<file path="config.mk">
export PLATFORM = sky130hd
export DESIGN_NAME = seven_segment_panel_frame_builder_core
export DESIGN_NICKNAME = d
export VERILOG_FILES = /design/src/ssp_pkg.sv /design/src/ssp_encode.sv /design/src/ssp_serializer.sv /design/src/seven_segment_panel_frame_builder_core.sv
export SDC_FILE = /design/constraint.sdc
export NUM_CORES = 1
export LEC_CHECK = 0
export ABC_CLOCK_PERIOD_IN_PS = 6200
export BUFFER_PORTS_ARGS = -buffer_cell sky130_fd_sc_hd__buf_2
export CELL_PAD_IN_SITES_DETAIL_PLACEMENT = 1
export CELL_PAD_IN_SITES_GLOBAL_PLACEMENT = 1
export CORE_ASPECT_RATIO = 2
export CORE_UTILIZATION = 51
export CTS_BUF_LIST = sky130_fd_sc_hd__clkbuf_4 sky130_fd_sc_hd__clkbuf_8 sky130_fd_sc_hd__clkbuf_16
export DETAILED_ROUTE_END_ITERATION = 12
export PLACE_DENSITY_LB_ADDON = 0.1
export SYNTH_ARGS = -nofsm -noshare
export SYNTH_HDL_FRONTEND = slang
export SYNTH_SLANG_ARGS = --single-unit
</file>
<file path="constraint.sdc">
create_clock -name clk -period 6.2 [get_ports clk]
set_clock_uncertainty 0.05 [all_clocks]
set_input_delay 1.24 -clock clk [delete_from_list [all_inputs] [get_ports clk]]
set_output_delay 1.24 -clock clk [all_outputs]
set_load 0.1 [all_outputs]
</file>
<file path="src/ssp_pkg.sv">
// ----------------------------------------------------------------------------
// ssp_pkg: shared types and constants for the panel frame builder
// Holds the segment table, the LED bit positions, the blink phase step and
// the frame and item types used between the modules.
// ----------------------------------------------------------------------------
package ssp_pkg;

  localparam int FRAME_BYTES = 10;
  localparam int CNT_W       = $clog2(FRAME_BYTES + 1);
  localparam int SHORT_BYTES = 2;
  localparam int LED_BYTE    = 8;
  localparam int COLOUR_BYTE = 9;

  localparam logic [7:0] SEG_POINT   = 8'h10;
  localparam logic [7:0] SEG_BLANK   = 8'h00;
  localparam logic [7:0] LED_ACTUAL  = 8'h80;
  localparam logic [7:0] LED_SETPT   = 8'h40;
  localparam logic [7:0] LED_CC      = 8'h20;
  localparam logic [7:0] LED_PS      = 8'h08;
  localparam logic [7:0] LED_CV      = 8'h04;
  localparam logic [7:0] LED_OVERTMP = 8'h80;
  localparam logic [7:0] LED_FAIL    = 8'h40;

  localparam logic [1:0] COLOUR_RED    = 2'd1;
  localparam logic [1:0] COLOUR_YELLOW = 2'd3;
  localparam logic [1:0] BLINK_LAST    = 2'd2;

  typedef struct packed {
    logic [31:0] current_chars;
    logic [31:0] voltage_chars;
    logic        current_point;
    logic        voltage_point;
    logic [9:0]  status_leds;
    logic [1:0]  overtemp_led;
    logic [1:0]  fail_led;
    logic [1:0]  disable_led;
    logic [1:0]  remote_led;
  } item_t;

  typedef struct packed {
    logic [FRAME_BYTES-1:0][7:0] bytes;
    logic                        short_mode;
  } frame_t;

  // Map one ASCII character to its segment byte (a b c dp d e f g, MSB first).
  function automatic logic [7:0] seg_of(input logic [7:0] c);
    logic [7:0] s;
    case (c)
      "0":     s = 8'hEE;
      "1":     s = 8'h60;
      "2":     s = 8'hCD;
      "3":     s = 8'hE9;
      "4":     s = 8'h63;
      "5":     s = 8'hAB;
      "6":     s = 8'hAF;
      "7":     s = 8'hE0;
      "8":     s = 8'hEF;
      "9":     s = 8'hEB;
      "A":     s = 8'hE7;
      "C":     s = 8'h8E;
      "E":     s = 8'h8F;
      "F":     s = 8'h87;
      "H":     s = 8'h67;
      "L":     s = 8'h0E;
      "P":     s = 8'hC7;
      "S":     s = 8'hAB;
      "U":     s = 8'h6E;
      "d":     s = 8'h6D;
      "r":     s = 8'h05;
      "t":     s = 8'h0F;
      "-":     s = 8'h01;
      ".":     s = 8'h10;
      default: s = SEG_BLANK;
    endcase
    return s;
  endfunction

  // Blink phase counts 0, 1, 2 and wraps.
  function automatic logic [1:0] blink_inc(input logic [1:0] p);
    return (p >= BLINK_LAST) ? 2'd0 : p + 2'd1;
  endfunction

  // Yellow dims to red except on phase 0.
  function automatic logic [1:0] led_colour(input logic [1:0] s, input logic [1:0] p);
    return (s == COLOUR_YELLOW && p != 2'd0) ? COLOUR_RED : s;
  endfunction

endpackage

</file>
<file path="src/ssp_encode.sv">
// ----------------------------------------------------------------------------
// ssp_encode: frame encoder with blink phase
// Turns one held item into the ten frame bytes and advances the blink phase
// by the number of colour encodings when the frame is taken.
// ----------------------------------------------------------------------------
module ssp_encode (
  input  logic           clk,
  input  logic           rst,
  input  logic           advance,
  input  logic           short_mode,
  input  ssp_pkg::item_t item,
  output ssp_pkg::frame_t frame
);
  import ssp_pkg::*;

  logic [1:0] blink_phase;
  logic [1:0] blink_phase_next;
  logic [1:0] p1, p2, p3, p4;
  logic [7:0] b8, b9;

  assign p1 = blink_inc(blink_phase);
  assign p2 = blink_inc(p1);
  assign p3 = blink_inc(p2);
  assign p4 = blink_inc(p3);

  assign blink_phase_next = short_mode ? p4 : p2;

  always_comb begin
    b8 = 8'h00;
    if (item.status_leds[1:0] != 2'd0) b8 = b8 | LED_ACTUAL;
    if (item.status_leds[3:2] != 2'd0) b8 = b8 | LED_SETPT;
    if (item.status_leds[5:4] != 2'd0) b8 = b8 | LED_CC;
    if (item.status_leds[7:6] != 2'd0) b8 = b8 | LED_PS;
    if (item.status_leds[9:8] != 2'd0) b8 = b8 | LED_CV;
  end

  always_comb begin
    if (short_mode) begin
      b9 = {led_colour(item.overtemp_led, p1), led_colour(item.fail_led, p2),
            led_colour(item.disable_led, p3), led_colour(item.remote_led, p4)};
    end else begin
      b9 = {4'h0, led_colour(item.disable_led, p1), led_colour(item.remote_led, p2)}
           << 2;
      if (item.overtemp_led != 2'd0) b9 = b9 | LED_OVERTMP;
      if (item.fail_led != 2'd0)     b9 = b9 | LED_FAIL;
    end
  end

  always_comb begin
    for (int i = 0; i < 4; i++) begin
      frame.bytes[i]     = seg_of(item.current_chars[8*i +: 8]);
      frame.bytes[4 + i] = seg_of(item.voltage_chars[8*i +: 8]);
    end
    if (item.current_point) frame.bytes[1] = frame.bytes[1] | SEG_POINT;
    if (item.voltage_point) frame.bytes[5] = frame.bytes[5] | SEG_POINT;
    frame.bytes[LED_BYTE]    = b8;
    frame.bytes[COLOUR_BYTE] = b9;
    frame.short_mode         = short_mode;
  end

  always_ff @(posedge clk) begin
    if (rst) begin
      blink_phase <= 2'd0;
    end else if (advance) begin
      blink_phase <= blink_phase_next;
    end
  end

  a_phase_range: assert property (@(posedge clk) disable iff (rst)
    blink_phase != 2'd3)
    else $error("blink phase left its 0..2 range");

  a_phase_hold: assert property (@(posedge clk) disable iff (rst)
    !advance |=> $stable(blink_phase))
    else $error("blink phase moved without a frame load");

  a_phase_short: assert property (@(posedge clk) disable iff (rst)
    advance && short_mode |=> blink_phase == blink_inc($past(blink_phase)))
    else $error("short frame did not advance the phase by four");

endmodule

</file>
<file path="src/ssp_serializer.sv">
// ----------------------------------------------------------------------------
// ssp_serializer: frame shift register and output stage
// Loads a built frame and sends it out one byte per transfer, flagging the
// final byte; reports when the next frame may be loaded.
// ----------------------------------------------------------------------------
module ssp_serializer (
  input  logic            clk,
  input  logic            rst,
  input  logic            load,
  input  ssp_pkg::frame_t frame,
  output logic            can_load,
  output logic            out_valid,
  input  logic            out_ready,
  output logic [7:0]      frame_byte,
  output logic            last_byte
);
  import ssp_pkg::*;

  logic [FRAME_BYTES-1:0][7:0] shift;
  logic [FRAME_BYTES-1:0][7:0] shift_next;
  logic [CNT_W-1:0]            remain;
  logic [CNT_W-1:0]            remain_next;
  logic                        xfer;

  assign out_valid  = (remain != '0);
  assign frame_byte = shift[0];
  assign last_byte  = (remain == CNT_W'(1));
  assign xfer       = out_valid && out_ready;
  assign can_load   = !out_valid || (xfer && last_byte);

  always_comb begin
    shift_next  = shift;
    remain_next = remain;
    if (load) begin
      if (frame.short_mode) begin
        shift_next    = '0;
        shift_next[0] = frame.bytes[LED_BYTE];
        shift_next[1] = frame.bytes[COLOUR_BYTE];
        remain_next   = CNT_W'(SHORT_BYTES);
      end else begin
        shift_next  = frame.bytes;
        remain_next = CNT_W'(FRAME_BYTES);
      end
    end else if (xfer) begin
      shift_next  = {8'h00, shift[FRAME_BYTES-1:1]};
      remain_next = remain - CNT_W'(1);
    end
  end

  always_ff @(posedge clk) begin
    shift <= shift_next;
    if (rst) begin
      remain <= '0;
    end else begin
      remain <= remain_next;
    end
  end

  a_remain_range: assert property (@(posedge clk) disable iff (rst)
    remain <= CNT_W'(FRAME_BYTES))
    else $error("byte count above frame length");

  a_load_ok: assert property (@(posedge clk) disable iff (rst)
    load |-> can_load)
    else $error("frame loaded over bytes still to send");

  a_load_len: assert property (@(posedge clk) disable iff (rst)
    load && frame.short_mode |=> remain == CNT_W'(SHORT_BYTES))
    else $error("short frame loaded with wrong length");

endmodule

</file>
<file path="src/seven_segment_panel_frame_builder_core.sv">
// ----------------------------------------------------------------------------
// seven_segment_panel_frame_builder_core: panel update to display frame
// Holds one update, encodes it into segment and LED bytes and streams the
// frame out byte by byte.
// ----------------------------------------------------------------------------
// Usage:
//   Input channel (in_valid/in_ready) carries one panel update: eight digit
//   characters, two decimal point flags and the LED states. Output channel
//   (out_valid/out_ready) carries the frame bytes in send order; last_byte
//   marks the final byte of each frame. The configuration channel
//   (cfg_valid/cfg_ready/cfg_data) writes short_frame_mode and is always
//   ready; the user writes it only while the block is idle (not enforced).
//   An accepted update is held in the input register, then loads into the
//   frame shift register, the limit on throughput: one byte per cycle while
//   out_ready is high, ten bytes per update in normal mode and two in short
//   mode. A second update is held in the input register while the current
//   frame drains, and its frame loads on the cycle the last byte transfers.
//   When the receiver stalls, the current byte holds and the input register
//   fills, after which in_ready drops. Reset empties both stages, clears
//   the blink phase and selects the ten-byte frame.
// ----------------------------------------------------------------------------
module seven_segment_panel_frame_builder_core (
  input  logic        clk,
  input  logic        rst,
  input  logic        cfg_valid,
  output logic        cfg_ready,
  input  logic        cfg_data,
  input  logic        in_valid,
  output logic        in_ready,
  input  logic [31:0] current_chars,
  input  logic [31:0] voltage_chars,
  input  logic        current_point,
  input  logic        voltage_point,
  input  logic [9:0]  status_leds,
  input  logic [1:0]  overtemp_led,
  input  logic [1:0]  fail_led,
  input  logic [1:0]  disable_led,
  input  logic [1:0]  remote_led,
  output logic        out_valid,
  input  logic        out_ready,
  output logic [7:0]  frame_byte,
  output logic        last_byte
);
  import ssp_pkg::*;

  logic   short_frame_mode;
  logic   in_full;
  logic   in_full_next;
  item_t  item;
  frame_t frame;
  logic   can_load;
  logic   load;
  logic   in_xfer;

  // Configuration: always take the write.
  assign cfg_ready = 1'b1;

  always_ff @(posedge clk) begin
    if (rst) begin
      short_frame_mode <= 1'b0;
    end else if (cfg_valid && cfg_ready) begin
      short_frame_mode <= cfg_data;
    end
  end

  // Input register: take a new update when empty or when the held one
  // moves into the serializer in the same cycle.
  assign load     = in_full && can_load;
  assign in_ready = !in_full || load;
  assign in_xfer  = in_valid && in_ready;

  always_comb begin
    in_full_next = in_full;
    if (in_xfer) begin
      in_full_next = 1'b1;
    end else if (load) begin
      in_full_next = 1'b0;
    end
  end

  always_ff @(posedge clk) begin
    if (in_xfer) begin
      item <= '{current_chars: current_chars, voltage_chars: voltage_chars,
                current_point: current_point, voltage_point: voltage_point,
                status_leds: status_leds, overtemp_led: overtemp_led,
                fail_led: fail_led, disable_led: disable_led,
                remote_led: remote_led};
    end
    if (rst) begin
      in_full <= 1'b0;
    end else begin
      in_full <= in_full_next;
    end
  end

  // Encode the held update; the blink phase advances as its frame loads.
  ssp_encode u_encode (
    .clk        (clk),
    .rst        (rst),
    .advance    (load),
    .short_mode (short_frame_mode),
    .item       (item),
    .frame      (frame)
  );

  // Drain the frame one byte per transfer.
  ssp_serializer u_serializer (
    .clk        (clk),
    .rst        (rst),
    .load       (load),
    .frame      (frame),
    .can_load   (can_load),
    .out_valid  (out_valid),
    .out_ready  (out_ready),
    .frame_byte (frame_byte),
    .last_byte  (last_byte)
  );

  a_hold_item: assert property (@(posedge clk) disable iff (rst)
    in_full && !load |=> in_full)
    else $error("held update dropped before its frame loaded");

  a_no_gap: assert property (@(posedge clk) disable iff (rst)
    in_full && !out_valid |-> load)
    else $error("serializer idle while an update waits");

  a_last_then_load: assert property (@(posedge clk) disable iff (rst)
    out_valid && out_ready && last_byte && in_full |=> out_valid)
    else $error("queued frame not loaded after last byte");

endmodule

</file>
==> qor.yml <==
status: "finished, final reports clean"
hold_buffers: 0
port_buffers: 100
worst_slack_ns: 2.69
p_total_mw: 4.91
crit_buf_inv: 2
layout.area.seq_mm2: 0.00508
design_area_mm2: 0.0127
fin_nets: 1389
startpoint: "out_ready"
fin_crit_ns: 3.51
place_area_mm2: 0.0121
syn_to_final_growth_pct: 8.12
cts_resized: 0
worstPathMaxFanout: 3
finalHoldViolations: 0
antennaDiodeCount: 0
hp-start: "u_serializer.shift[72]"
worst_setup_path_end_kind: "primary output"
post_cts_buffers: 0
drive_above_1_share_pct: 12.5
crit_chain: "buf_2 -> a21oi_1 -> o31ai_2 -> buf_2"
syn_inst: 1295
grt_remaining_overflow: 0
max_slew_margin_pct: 22.9
die_area_mm2: 0.0236
first_pass_iters: 5
vdd_drop_max_mv: 0.325
synth_seq_cells: 172
fin_cells: 1589
clock_latency_ns: 0.47
cts_buffers: 17
htreeDepth: 4
maxSlewViolCount: 0
clk_pin_slew_ns: 0.06
grt_pass1_vias: 10900
utilization_pct: 56.0
cp_common_cell: "buf_2"
cts_tree: "done"
cap_violations: 0
initialDrtViolationCount: 687
detail-route-antenna-nets: 0
seq_area_frac_synth_pct: 43.4
drc_errors: 0
critPathTopFamily: "buffers and inverters"
syn_area_mm2: 0.0117
viasPerCell: 6.74
core_area_mm2: 0.0226
synthFlopType: "edfxtp_1"
max_stage_delay_ns: 0.49
max_freq_mhz: 285
finalSetupViolations: 0
grt_antenna_before_repair: 0
die_w_um: 109
start_kind: "input port"
async_reset_ff_share_pct: 0
grt_max_degree: 88
fillers: 2698
rows: 78
fin_crit_sh_pct: 56.7
start_util_pct: 51.8
place.gp.congestion: 0.915
worst-setup-path-type: "input port to primary output"
dpl_worst_slack_ns: 2.65
ys_types: 87
cts_sinks: 172
cp.arrival_ns: 2.22
synth-edff-count: 164
clock_path_buffers: 2
root_buffer: "clkbuf_16"
hold_slack_ns: 0.472
required_ns: 4.91
vias: 10700
io-pin-count: 102
rsz0062_at_grt: "false"
hold_path.class: "flip-flop to flip-flop"
p_per_area_mw_per_mm2: 387
syn_area_per_cell_um2: 9.05
grt_pass1_wl_um: 57200
synth_warnings: 0
leakagePower_nw: 4.40
track_usage_pct: 31.6
routed_wl_um: 36400
final.setup.tns_ns: 0
worst_slew_pin_slew_ns: 1.16
r2r_start: "item[34]"
hpwl_um: 25400
die_h_um: 216
slowest_stage: "buf_2"
multi_input_area_mm2: 0.00601
dp_cells: 1557
avgRoutedWirePerCell_um: 22.9
[where the power goes]
part	leakage, nW	total, mW	switching [mW]	internal, mW
clock	0.274	1.03	0.496	0.536
combinational	2.46	1.61	1.10	0.511
sequential	1.66	2.27	0.422	1.85
total	4.40	4.91	2.01	2.90
[synthesized netlist by cell type (18+ instances only)]
master,count,area share (%)
nand2b_1,52,2.8
edfxtp_1,164,42
nor3_1,41,1.8
nand3_1,36,1.5
nand2_1,121,3.9
a22o_1,22,1.6
a21oi_1,78,3.3
nor2_1,100,3.2
nor4_1,22,1.2
inv_1,31,0.99
a31oi_1,18,0.96
o21ai_0,81,3.5
o22ai_1,29,1.5
clkbuf_1,84,2.7
nor2b_1,30,1.6
[path summary, 6_finish.rpt]
path | end | slack [ns] | cells after the start
hold reg to reg | u_serializer.shift[64] | 0.47 | 1
setup / recovery | in_ready | 2.69 | 4
setup reg to reg | u_serializer.shift[40] | 3.19 | 6
hold / removal | u_serializer.shift[64] | 0.47 | 1
[layout make-up]
class	count	area share, %
clock buffer	19	3.52
tap	280	2.76
sequential	172	40.1
timing repair buffer	106	4.40
inverter	32	0.947
clock inverter	13	0.849
multi-input combinational	967	47.4
[kinds of logic (layout without fill, tap and decap cells)]
kind of cell             count (synthesis)  in the layout  synth area share [%]
AO/OA/AOI/OAI                          389            389                  22.5
XOR/XNOR                                14             14                  1.05
adder cells (fa/ha/maj)                  3              3                 0.320
buffers and inverters                  157            170                  5.53
flip-flops                             172            172                  43.4
multiplexers                             9              9                 0.800
other                                    2              3                0.0641
AND/OR/NAND/NOR                        549            549                  26.3
[cells in the final DEF, fill, tap and decap left out, types with 18 or more instances in the layout]
master,count
nor3_1,41
a21oi_1,78
nor2_1,99
nand2_1,121
o22ai_1,29
nand3_1,36
buf_2,100
o21ai_0,81
inv_1,31
nor2b_1,30
a31oi_1,18
nor4_1,22
edfxtp_1,164
a22o_1,22
nand2b_1,52
[state kept, by name (all words and copies together) (netlist names)]
name,cells
u_encode.blink_phase,2
u_serializer.shift,72
item,84
short_frame_mode,1
u_serializer.frame_byte,8
u_serializer.remain,4
in_full,1
[metal layers]
metal / vias to the layer above / share of wire, % / global-route usage [%]
li1: 4949 / - / -
met1: 5355 / 36 / 32.1
met2: 298 / 56 / 59.1
met3: 103 / 3.1 / 4.78
met4: 0 / 5.1 / 18.1
met5: - / 0 / 0
(Power assumes the default switching activity.)
